==> src/sv/skl_pkg.sv <==
`default_nettype none
// ----------------------------------------------------------------------------
// Skyline allocator package
// Shared types, codes and widths of the skyline rectangle allocator.
// ----------------------------------------------------------------------------
package skl_pkg;

	localparam int MAX_SEGMENTS_DEF = 64;

	localparam int DATA_W   = 16;
	localparam int SPAN_W   = 17;
	localparam int LEVEL_W  = 16;
	localparam int CFG_IDX_W = 1;
	localparam int SEG_W    = LEVEL_W + SPAN_W;

	localparam logic [DATA_W-1:0] BIN_RESET = 16'd1024;

	localparam logic [CFG_IDX_W-1:0] REG_BIN_WIDTH  = 1'b0;
	localparam logic [CFG_IDX_W-1:0] REG_BIN_HEIGHT = 1'b1;

	typedef enum logic [1:0] {
		OP_CLEAR = 2'd0,
		OP_QUERY = 2'd1,
		OP_PLACE = 2'd2,
		OP_NONE  = 2'd3
	} op_t;

	typedef enum logic [1:0] {
		STAT_OK      = 2'd0,
		STAT_NOFIT   = 2'd1,
		STAT_FULL    = 2'd2,
		STAT_OUTSIDE = 2'd3
	} status_t;

	typedef enum logic [3:0] {
		ST_IDLE,
		ST_Q_ACC,
		ST_Q_EVAL,
		ST_P_LEFT,
		ST_P_MID,
		ST_P_RIGHT,
		ST_P_FLUSH,
		ST_C_RD,
		ST_C_WR
	} state_t;

	typedef struct packed {
		logic [LEVEL_W-1:0] level;
		logic [SPAN_W-1:0]  span;
	} seg_t;

	typedef struct packed {
		logic               init;
		logic               flush;
		logic               valid;
		logic [SPAN_W-1:0]  span;
		logic [LEVEL_W-1:0] level;
	} emit_req_t;

endpackage
`default_nettype wire

==> src/sv/skl_ram.sv <==
`default_nettype none
// ----------------------------------------------------------------------------
// Generic RAM
// One write port and one read port with registered read data.
// ----------------------------------------------------------------------------
module skl_ram #(
	parameter int WIDTH = skl_pkg::SEG_W,
	parameter int DEPTH = skl_pkg::MAX_SEGMENTS_DEF,
	localparam int AW = (DEPTH > 1) ? $clog2(DEPTH) : 1
) (
	input  wire logic             clk,
	input  wire logic             we,
	input  wire logic [AW-1:0]    waddr,
	input  wire logic [WIDTH-1:0] wdata,
	input  wire logic             re,
	input  wire logic [AW-1:0]    raddr,
	output logic      [WIDTH-1:0] rdata
);

	logic [WIDTH-1:0] mem [DEPTH];
	logic [WIDTH-1:0] rdata_q;

	always_ff @(posedge clk) begin
		if (we) begin
			mem[waddr] <= wdata;
		end
		if (re) begin
			rdata_q <= mem[raddr];
		end
	end

	assign rdata = rdata_q;

endmodule
`default_nettype wire

==> src/sv/skl_emit.sv <==
`default_nettype none
// ----------------------------------------------------------------------------
// Skyline segment emitter
// Appends pieces to the rebuild list, merging a piece into the previous one
// when their levels match. The last piece is held in a register until it
// can no longer grow.
// ----------------------------------------------------------------------------
module skl_emit #(
	parameter int MAX_SEGMENTS = skl_pkg::MAX_SEGMENTS_DEF,
	localparam int IW = $clog2(MAX_SEGMENTS),
	localparam int CW = $clog2(MAX_SEGMENTS + 2)
) (
	input  wire logic               clk,
	input  wire logic               arst_n,
	input  wire skl_pkg::emit_req_t req,
	output logic [CW-1:0]           cnt,
	output logic                    tmp_we,
	output logic [IW-1:0]           tmp_waddr,
	output skl_pkg::seg_t           tmp_wdata
);

	localparam logic [CW-1:0] MAX_C = CW'(MAX_SEGMENTS);

	logic [CW-1:0]  cnt_q;
	logic [CW-1:0]  cnt_n;
	logic [CW-1:0]  cnt_m1;
	skl_pkg::seg_t  pend_q;
	skl_pkg::seg_t  pend_n;
	logic           can_wr;

	assign cnt_m1 = cnt_q - 1'b1;
	assign can_wr = (cnt_q != '0) && (cnt_q <= MAX_C);

	always_comb begin
		cnt_n     = cnt_q;
		pend_n    = pend_q;
		tmp_we    = 1'b0;
		tmp_waddr = cnt_m1[IW-1:0];
		tmp_wdata = pend_q;
		if (req.init) begin
			cnt_n = '0;
		end else if (req.flush) begin
			tmp_we = can_wr;
		end else if (req.valid && (req.span != '0)) begin
			if ((cnt_q != '0) && (pend_q.level == req.level)) begin
				pend_n.span = pend_q.span + req.span;
			end else begin
				tmp_we       = can_wr;
				pend_n.level = req.level;
				pend_n.span  = req.span;
				if (cnt_q <= MAX_C) begin
					cnt_n = cnt_q + 1'b1;
				end
			end
		end
	end

	always_ff @(posedge clk or negedge arst_n) begin
		if (!arst_n) begin
			cnt_q <= '0;
		end else begin
			cnt_q <= cnt_n;
		end
	end

	always_ff @(posedge clk) begin
		pend_q <= pend_n;
	end

	assign cnt = cnt_q;

endmodule
`default_nettype wire

==> src/sv/skyline_rectangle_allocator.sv <==
`default_nettype none
// ----------------------------------------------------------------------------
// Skyline rectangle allocator
// Keeps a bottom-left skyline in a segment RAM, answers best-position queries
// and places rectangles by rebuilding the segment list through a second RAM.
//
// Channel   Signals                                         Direction
// command   start, busy, op, rect_width, rect_height,       in / busy out
//           place_x, place_y
// result    done, status, found_x, found_y                   out, one cycle
// config    cfg_we, cfg_index, cfg_wdata                     in
//
// Clear, unused opcodes and rejected commands answer in the following cycle.
// A query reads the segments of every window in turn through the single read
// port of the segment RAM and evaluates each start segment after its window.
// A place rebuilds the segment list in the second RAM and, unless the new
// list overflows, copies it back. Reset leaves one floor segment of width
// 1024 and needs no clearing pass. Results cannot be stalled.
// ----------------------------------------------------------------------------
module skyline_rectangle_allocator #(
	parameter int MAX_SEGMENTS = skl_pkg::MAX_SEGMENTS_DEF
) (
	input  wire logic                           clk,
	input  wire logic                           arst_n,
	input  wire logic                           start,
	output logic                                busy,
	input  wire logic [1:0]                     op,
	input  wire logic [skl_pkg::DATA_W-1:0]     rect_width,
	input  wire logic [skl_pkg::DATA_W-1:0]     rect_height,
	input  wire logic [skl_pkg::DATA_W-1:0]     place_x,
	input  wire logic [skl_pkg::DATA_W-1:0]     place_y,
	input  wire logic                           cfg_we,
	input  wire logic [skl_pkg::CFG_IDX_W-1:0]  cfg_index,
	input  wire logic [skl_pkg::DATA_W-1:0]     cfg_wdata,
	output logic                                done,
	output logic [1:0]                          status,
	output logic [skl_pkg::DATA_W-1:0]          found_x,
	output logic [skl_pkg::DATA_W-1:0]          found_y
);

	localparam int IW = $clog2(MAX_SEGMENTS);
	localparam int CW = $clog2(MAX_SEGMENTS + 2);
	localparam int DW = skl_pkg::DATA_W;
	localparam int SW = skl_pkg::SPAN_W;
	localparam int LW = skl_pkg::LEVEL_W;
	localparam logic [CW-1:0] MAX_C = CW'(MAX_SEGMENTS);

	skl_pkg::state_t state_q, state_n;

	logic [DW-1:0] bw_q, bh_q;
	logic [SW-1:0] extent_q;
	logic          floor_q;
	logic [CW-1:0] count_q;

	logic               done_q;
	skl_pkg::status_t   status_q;
	logic [DW-1:0]      fx_q, fy_q;

	logic [DW-1:0] rw_q, rh_q, px_q, py_q;
	logic [SW-1:0] xe_q;
	logic [CW-1:0] i_q, j_q;
	logic [SW-1:0] acc_q, si_q, span_i_q;
	logic [LW-1:0] top_q, by_q;
	logic [DW-1:0] bx_q;
	logic          found_q;
	logic [SW-1:0] seg_s_q, seg_e_q;
	logic [LW-1:0] seg_l_q;
	logic          ins_q;
	logic          rd_floor_s1;

	logic                     m_we, m_re, t_re, t_we;
	logic [IW-1:0]            m_waddr, m_raddr, t_raddr, t_waddr;
	logic [skl_pkg::SEG_W-1:0] m_rdata, t_rdata;
	skl_pkg::seg_t            m_wdata, t_wdata, seg;
	skl_pkg::emit_req_t       ereq;
	logic [CW-1:0]            ecnt;

	logic          accept, outside, imm_fire, result_fire;
	skl_pkg::op_t  op_in;
	logic [SW-1:0] in_xe, in_top, x17, rw17, p_e, mid_rs;
	logic [CW-1:0] nxt_idx, j_nxt;
	logic [LW-1:0] q_top_n;
	logic [SW-1:0] q_acc_n;
	logic          q_more, q_fit, q_upd, q_last, q_found_n;
	logic [DW-1:0] q_bx_n;
	logic [LW-1:0] q_by_n;
	logic          p_more, c_more, full, mid_valid;
	logic [LW-1:0] place_level;

	assign busy   = (state_q != skl_pkg::ST_IDLE);
	assign accept = start && !busy;
	assign op_in  = skl_pkg::op_t'(op);

	assign in_xe   = {1'b0, place_x} + {1'b0, rect_width};
	assign in_top  = {1'b0, place_y} + {1'b0, rect_height};
	assign outside = (rect_width == '0) || (in_xe > {1'b0, bw_q}) || (in_xe > extent_q)
		|| (in_top > {1'b0, bh_q});

	assign imm_fire = accept && ((op_in == skl_pkg::OP_CLEAR) || (op_in == skl_pkg::OP_NONE)
		|| ((op_in == skl_pkg::OP_QUERY) && (rect_width == '0))
		|| ((op_in == skl_pkg::OP_PLACE) && outside));

	always_comb begin
		seg = skl_pkg::seg_t'(m_rdata);
		if (rd_floor_s1) begin
			seg.level = '0;
			seg.span  = extent_q;
		end
	end

	assign x17     = {1'b0, px_q};
	assign rw17    = {1'b0, rw_q};
	assign nxt_idx = i_q + 1'b1;
	assign j_nxt   = j_q + 1'b1;

	assign q_top_n   = (seg.level > top_q) ? seg.level : top_q;
	assign q_acc_n   = acc_q + seg.span;
	assign q_more    = (j_nxt < count_q) && (q_acc_n < rw17);
	assign q_fit     = ({1'b0, top_q} + {1'b0, rh_q}) <= {1'b0, bh_q};
	assign q_upd     = (acc_q >= rw17) && q_fit && (!found_q || (top_q < by_q));
	assign q_last    = (acc_q < rw17) || !(nxt_idx < count_q);
	assign q_found_n = q_upd || found_q;
	assign q_bx_n    = q_upd ? si_q[DW-1:0] : bx_q;
	assign q_by_n    = q_upd ? top_q : by_q;

	assign p_e         = seg_s_q + seg.span;
	assign p_more      = nxt_idx < count_q;
	assign mid_valid   = !ins_q && (seg_e_q > x17);
	assign mid_rs      = (seg_s_q > xe_q) ? seg_s_q : xe_q;
	assign place_level = py_q + rh_q;
	assign full        = ecnt > MAX_C;
	assign c_more      = nxt_idx < ecnt;

	assign result_fire = ((state_q == skl_pkg::ST_IDLE) && imm_fire)
		|| ((state_q == skl_pkg::ST_Q_EVAL) && q_last)
		|| ((state_q == skl_pkg::ST_P_FLUSH) && full)
		|| ((state_q == skl_pkg::ST_C_WR) && !c_more);

	always_comb begin
		state_n = state_q;
		unique case (state_q)
			skl_pkg::ST_IDLE: begin
				if (accept && !imm_fire) begin
					state_n = (op_in == skl_pkg::OP_QUERY) ? skl_pkg::ST_Q_ACC
						: skl_pkg::ST_P_LEFT;
				end
			end
			skl_pkg::ST_Q_ACC: begin
				if (!q_more) begin
					state_n = skl_pkg::ST_Q_EVAL;
				end
			end
			skl_pkg::ST_Q_EVAL: begin
				state_n = q_last ? skl_pkg::ST_IDLE : skl_pkg::ST_Q_ACC;
			end
			skl_pkg::ST_P_LEFT:  state_n = skl_pkg::ST_P_MID;
			skl_pkg::ST_P_MID:   state_n = skl_pkg::ST_P_RIGHT;
			skl_pkg::ST_P_RIGHT: begin
				state_n = p_more ? skl_pkg::ST_P_LEFT : skl_pkg::ST_P_FLUSH;
			end
			skl_pkg::ST_P_FLUSH: begin
				state_n = full ? skl_pkg::ST_IDLE : skl_pkg::ST_C_RD;
			end
			skl_pkg::ST_C_RD: state_n = skl_pkg::ST_C_WR;
			skl_pkg::ST_C_WR: begin
				state_n = c_more ? skl_pkg::ST_C_RD : skl_pkg::ST_IDLE;
			end
			default: state_n = skl_pkg::ST_IDLE;
		endcase
	end

	always_comb begin
		m_re       = 1'b0;
		m_raddr    = '0;
		m_we       = 1'b0;
		m_waddr    = i_q[IW-1:0];
		m_wdata    = skl_pkg::seg_t'(t_rdata);
		t_re       = 1'b0;
		t_raddr    = i_q[IW-1:0];
		ereq.init  = 1'b0;
		ereq.flush = 1'b0;
		ereq.valid = 1'b0;
		ereq.span  = '0;
		ereq.level = '0;
		unique case (state_q)
			skl_pkg::ST_IDLE: begin
				if (accept && !imm_fire) begin
					m_re      = 1'b1;
					ereq.init = 1'b1;
				end
			end
			skl_pkg::ST_Q_ACC: begin
				m_re    = q_more;
				m_raddr = j_nxt[IW-1:0];
			end
			skl_pkg::ST_Q_EVAL: begin
				m_re    = !q_last;
				m_raddr = nxt_idx[IW-1:0];
			end
			skl_pkg::ST_P_LEFT: begin
				ereq.valid = seg_s_q < x17;
				ereq.span  = ((p_e < x17) ? p_e : x17) - seg_s_q;
				ereq.level = seg.level;
			end
			skl_pkg::ST_P_MID: begin
				ereq.valid = mid_valid;
				ereq.span  = rw17;
				ereq.level = place_level;
			end
			skl_pkg::ST_P_RIGHT: begin
				ereq.valid = seg_e_q > xe_q;
				ereq.span  = seg_e_q - mid_rs;
				ereq.level = seg_l_q;
				m_re       = p_more;
				m_raddr    = nxt_idx[IW-1:0];
			end
			skl_pkg::ST_P_FLUSH: ereq.flush = 1'b1;
			skl_pkg::ST_C_RD:    t_re = 1'b1;
			skl_pkg::ST_C_WR:    m_we = 1'b1;
			default: begin
			end
		endcase
	end

	always_ff @(posedge clk or negedge arst_n) begin
		if (!arst_n) begin
			state_q  <= skl_pkg::ST_IDLE;
			bw_q     <= skl_pkg::BIN_RESET;
			bh_q     <= skl_pkg::BIN_RESET;
			extent_q <= {1'b0, skl_pkg::BIN_RESET};
			floor_q  <= 1'b1;
			count_q  <= CW'(1);
			done_q   <= 1'b0;
		end else begin
			state_q <= state_n;
			done_q  <= result_fire;
			if (cfg_we) begin
				unique case (cfg_index)
					skl_pkg::REG_BIN_WIDTH:  bw_q <= cfg_wdata;
					skl_pkg::REG_BIN_HEIGHT: bh_q <= cfg_wdata;
					default: begin
					end
				endcase
			end
			if ((state_q == skl_pkg::ST_IDLE) && accept && (op_in == skl_pkg::OP_CLEAR)) begin
				floor_q  <= 1'b1;
				extent_q <= {1'b0, bw_q};
				count_q  <= CW'(1);
			end
			if ((state_q == skl_pkg::ST_C_WR) && !c_more) begin
				floor_q <= 1'b0;
				count_q <= ecnt;
			end
		end
	end

	always_ff @(posedge clk) begin
		if (m_re) begin
			rd_floor_s1 <= floor_q && (m_raddr == '0);
		end
		unique case (state_q)
			skl_pkg::ST_IDLE: begin
				if (accept) begin
					rw_q     <= rect_width;
					rh_q     <= rect_height;
					px_q     <= place_x;
					py_q     <= place_y;
					xe_q     <= in_xe;
					i_q      <= '0;
					j_q      <= '0;
					acc_q    <= '0;
					top_q    <= '0;
					si_q     <= '0;
					found_q  <= 1'b0;
					seg_s_q  <= '0;
					ins_q    <= 1'b0;
					fx_q     <= '0;
					fy_q     <= '0;
					if ((op_in == skl_pkg::OP_QUERY) && (rect_width == '0)) begin
						status_q <= skl_pkg::STAT_NOFIT;
					end else if ((op_in == skl_pkg::OP_PLACE) && outside) begin
						status_q <= skl_pkg::STAT_OUTSIDE;
					end else begin
						status_q <= skl_pkg::STAT_OK;
					end
				end
			end
			skl_pkg::ST_Q_ACC: begin
				top_q <= q_top_n;
				acc_q <= q_acc_n;
				if (j_q == i_q) begin
					span_i_q <= seg.span;
				end
				if (q_more) begin
					j_q <= j_nxt;
				end
			end
			skl_pkg::ST_Q_EVAL: begin
				found_q <= q_found_n;
				bx_q    <= q_bx_n;
				by_q    <= q_by_n;
				if (q_last) begin
					status_q <= q_found_n ? skl_pkg::STAT_OK : skl_pkg::STAT_NOFIT;
					fx_q     <= q_found_n ? q_bx_n : '0;
					fy_q     <= q_found_n ? q_by_n : '0;
				end else begin
					i_q   <= nxt_idx;
					j_q   <= nxt_idx;
					acc_q <= '0;
					top_q <= '0;
					si_q  <= si_q + span_i_q;
				end
			end
			skl_pkg::ST_P_LEFT: begin
				seg_e_q <= p_e;
				seg_l_q <= seg.level;
			end
			skl_pkg::ST_P_MID: begin
				if (mid_valid) begin
					ins_q <= 1'b1;
				end
			end
			skl_pkg::ST_P_RIGHT: begin
				if (p_more) begin
					i_q     <= nxt_idx;
					seg_s_q <= seg_e_q;
				end
			end
			skl_pkg::ST_P_FLUSH: begin
				i_q <= '0;
				if (full) begin
					status_q <= skl_pkg::STAT_FULL;
				end
			end
			skl_pkg::ST_C_RD: begin
			end
			skl_pkg::ST_C_WR: begin
				if (c_more) begin
					i_q <= nxt_idx;
				end else begin
					status_q <= skl_pkg::STAT_OK;
				end
			end
			default: begin
			end
		endcase
	end

	skl_ram #(
		.WIDTH (skl_pkg::SEG_W),
		.DEPTH (MAX_SEGMENTS)
	) u_seg_ram (
		.clk   (clk),
		.we    (m_we),
		.waddr (m_waddr),
		.wdata (m_wdata),
		.re    (m_re),
		.raddr (m_raddr),
		.rdata (m_rdata)
	);

	skl_ram #(
		.WIDTH (skl_pkg::SEG_W),
		.DEPTH (MAX_SEGMENTS)
	) u_tmp_ram (
		.clk   (clk),
		.we    (t_we),
		.waddr (t_waddr),
		.wdata (t_wdata),
		.re    (t_re),
		.raddr (t_raddr),
		.rdata (t_rdata)
	);

	skl_emit #(
		.MAX_SEGMENTS (MAX_SEGMENTS)
	) u_emit (
		.clk       (clk),
		.arst_n    (arst_n),
		.req       (ereq),
		.cnt       (ecnt),
		.tmp_we    (t_we),
		.tmp_waddr (t_waddr),
		.tmp_wdata (t_wdata)
	);

	assign done    = done_q;
	assign status  = status_q;
	assign found_x = fx_q;
	assign found_y = fy_q;

	a_done_idle: assert property (@(posedge clk) disable iff (!arst_n)
		done_q |-> (state_q == skl_pkg::ST_IDLE))
		else $error("result strobe outside idle");

	a_imm_result: assert property (@(posedge clk) disable iff (!arst_n)
		(accept && ((op_in == skl_pkg::OP_CLEAR) || (op_in == skl_pkg::OP_NONE))) |=> done_q)
		else $error("clear transaction gave no result");

	a_count_range: assert property (@(posedge clk) disable iff (!arst_n)
		(count_q != '0) && (count_q <= MAX_C))
		else $error("segment count out of range");

	a_floor_single: assert property (@(posedge clk) disable iff (!arst_n)
		floor_q |-> (count_q == CW'(1)))
		else $error("floor flag with several segments");

	a_miss_zero: assert property (@(posedge clk) disable iff (!arst_n)
		(done_q && (status_q != skl_pkg::STAT_OK)) |-> ((fx_q == '0) && (fy_q == '0)))
		else $error("position reported on failed transaction");

endmodule
`default_nettype wire

==> config.mk <==
export PLATFORM = sky130hd
export DESIGN_NAME = skyline_rectangle_allocator
export DESIGN_NICKNAME = d
export VERILOG_FILES = /design/src/sv/skl_pkg.sv /design/src/sv/skl_ram.sv /design/src/sv/skl_emit.sv /design/src/sv/skyline_rectangle_allocator.sv
export SDC_FILE = /design/constraint.sdc
export NUM_CORES = 2
export LEC_CHECK = 0
export BUFFER_PORTS_ARGS = -buffer_cell sky130_fd_sc_hd__buf_2
export CORE_AREA = 8 8 692 694
export DETAILED_ROUTE_END_ITERATION = 16
export DIE_AREA = 0 0 700 702
export GPL_TIMING_DRIVEN = 0
export HOLD_SLACK_MARGIN = 0.02
export MAX_ROUTING_LAYER = met4
export PLACE_DENSITY_LB_ADDON = 0.25
export SLEW_MARGIN = 20
export SYNTH_ARGS = -nofsm -noshare
export SYNTH_HDL_FRONTEND = slang
export SYNTH_MEMORY_MAX_BITS = 65536
export SYNTH_SLANG_ARGS = --single-unit
==> constraint.sdc <==
create_clock -name clk -period 10.25 [get_ports clk]
set_clock_uncertainty 0.15 [all_clocks]
set_input_delay 1.025 -clock clk [delete_from_list [all_inputs] [get_ports clk]]
set_output_delay 1.025 -clock clk [all_outputs]
set_load 0.02 [all_outputs]
==> flow_summary.yaml <==
placed_design:
  dpl.hpwl_mm: 499
  gp_congestion: 0.975
  dp_slack_ps: -3060
  io_buffers: 122
  place_inst: 17200
  dpl_cell_area_sq_mm: 0.206
drt:
  avgViaCountPerCell: 6.30
  wl_per_cell_um: 38.2
  routed_wl_mm: 696
  ant_nets: 0
  dr.first_iter.drc_count: 19300
  drcViolationCount: 0
  route.vias.total: 115000
  first_pass_iters: 10
global_routing:
  grt_max_degree: 55
  grt_use_total: 0.281
  antenna_found_initial: 56
  overflow: 0
  grt_pass1_vias: 110000
  grt_pass1_wl_mm: 928
synthesis:
  syn_nets: 10900
  yosys-top-cells-area: "edfxtp_1 (74%), mux4_2 (6.4%), ha_1 (2.6%)"
  yosysWarningCount: 0
  avgSynthCellArea_sq_um: 17.9
  synth_edf_count: 4602
  synth.most_common_cell: "edfxtp_1"
  synthCells: 10400
  synthTopCellsByCount: "edfxtp_1 (4602), a22oi_1 (628), mux4_2 (528)"
  synth_top_area_frac: 0.742
  ys_seq_area_frac: 0.751
  synth.distinct_cells: 93
  yosys_register_bits: 4670
  synth_flop_cell: "edfxtp_1"
  synth_top_area_cell: "edfxtp_1"
  syn-cell-area_sq_mm: 0.186
  async_flop_share: 0.0146
floorplanning:
  fp-row-count: 252
  die_h_um: 702
  start_util: 0.397
  die_w_um: 700
  core_sq_mm: 0.469
  io_pins: 123
  die_area_sq_mm: 0.491
worst_setup_path:
  crit_type: "flop to flop"
  crit_arrival_ps: 10530
  cp_data_required_time_ps: 10740
  worst_setup_path_end_kind: "flop"
  worst-path-max-fanout: 19
  crit_family: "compound AO/OA/AOI/OAI gates"
  worst_path_max_delay_cell: "nor2_4"
  startpoint_type: "flop"
  path_buf_inv: 6
  cp_slowest_stage_delay_ps: 570
cells_and_area:
  ff_latch_area_sq_mm: 0.140
  fin_nets: 12000
  fillers: 39100
  final_cells: 18200
  drive_above_1_share: 0.202
  syn_to_final_growth_pct: 19.2
  multi_input_area_sq_mm: 0.0447
  final_area_sq_mm: 0.222
  utilization: 0.474
timing:
  rsz0062_at_grt: "no"
  setup_slack_ps: 208
  worst_slew_pin_slew_ps: 1360
  holdWs_ps: 62.5
  finalMaxSlewViolations: 0
  finalCriticalPeriod_ps: 10040
  fmax_ghz: 0.0996
  max-slew-margin-rel: 0.0959
  setup_viol: 0
  fin_setup_tns_ps: 0
  timing.final.crit_share: 0.980
  hold_viol: 0
pwr:
  power.density_mw_per_mm2: 325
  power_mw: 72.3
  p_leak_nw: 71.7
  ir_worst_vdd_mv: 0.222
clock_tree:
  clkLatencyLatePin_ps: 1120
  cts-root-buf: "clkbuf_16"
  clk_path_buf_depth: 4
  tritoncts: "yes"
  clock_sinks: 4670
  clk_pin_slew_worst_paths_ps: 60
  cts_buffers: 470
  h-tree-depth: 5
hold_path:
  hold_class: "input port to flop"
flow_run:
  cap_viol_max_count: 0
status:
  status: "completed"
worst reg2reg max path: cells and delay by family (launching register included):
family                   cells  cell delay, ps
multiplexers                 2             840
XOR/XNOR                     2             440
flip-flops                   1             470
AO/OA/AOI/OAI               13            3250
buffers and inverters        6            1330
adder cells (fa/ha/maj)      4            1290
AND/OR/NAND/NOR              9            1900
report_power, final:
group          internal (mW)  switching [mW]
Sequential              23.5           0.887
Clock                   9.62            7.61
Combinational           9.79            20.9
Total                   42.9            29.4
sequential cells by signal, indices dropped and copies added, names as in the netlist, 17 cells and up:
| name | flops |
|---|---|
| u_seg_ram.mem | 2112 |
| u_tmp_ram.mem | 2112 |
| u_emit.tmp_wdata | 33 |
| u_seg_ram.rdata | 33 |
| u_tmp_ram.rdata | 33 |
| acc_q | 17 |
| seg_e_q | 17 |
| seg_s_q | 17 |
| xe_q | 17 |
cell type report:
cell class	count	area share
Sequential cell	4670	0.630
Tap cell	6223	0.0351
Clock inverter	316	0.0136
Buffer	556	0.0108
Multi-Input combinational cell	4930	0.201
Inverter	222	0.00378
Antenna cell	50	0.000564
Clock buffer	567	0.0552
Timing Repair Buffer	690	0.0493
metal layers:
metal,global-route usage,routed length (um),vias to the layer above,share of wire
li1,-,-,45200,-
met1,0.355,258000,59300,0.37
met2,0.411,304000,8384,0.44
met3,0.0891,89700,1815,0.13
met4,0.138,44200,0,0.064
met5,-,0,-,0
kinds of logic after synthesis:
group / after synthesis / synth area share
buffers and inverters: 780 / 0.0161
AND/OR/NAND/NOR: 1386 / 0.0372
AO/OA/AOI/OAI: 2348 / 0.0906
XOR/XNOR: 165 / 0.00776
adder cells (fa/ha/maj): 401 / 0.0273
multiplexers: 630 / 0.0698
flip-flops: 4670 / 0.751
cells in the final DEF, fill, tap and decap left out, drive strengths merged, types with 222 or more instances in the layout:
cell    synthesis  layout
mux4          528     528
ha            391     391
clkbuf        415     981
nor2          285     285
edfxtp       4602    4602
nand2         428     428
a21oi         314     314
inv           222     240
a22o          222     222
clkinv          0     238
a31oi         303     303
a22oi         628     628
buf           143     811
a221oi        224     224
what timing repair did:
item                                    in CTS  in global routing
hold endpoints to repair                    53                  0
gates resized for setup                     22                 10
hold buffers                                21                  0
endpoints found under the setup margin    2164               1970
pin swaps                                   29                  0
setup buffers                               70                  0
path summary, 6_finish.rpt:
kind                            slack [ps]                      from                       endpoint  cells past startpoint
worst max-delay path                   210     rd_floor_s1$_DFFE_PP_  u_tmp_ram.mem[1][1]$_DFFE_PP_                     36
worst min-delay path                    60            rect_height[4]              rh_q[4]$_DFFE_PP_                      1
worst max register to register         210     rd_floor_s1$_DFFE_PP_  u_tmp_ram.mem[1][1]$_DFFE_PP_                     36
worst min register to register         350  extent_q[10]$_DFFE_PN1P_       extent_q[10]$_DFFE_PN1P_                      2
max in group asynchronous             8870                    arst_n           bw_q[10]$_DFFE_PN1P_                      3
min in group asynchronous              390                    arst_n         state_q[0]$_DFFE_PN0P_                      2
Power figures use the tool's default switching activity.
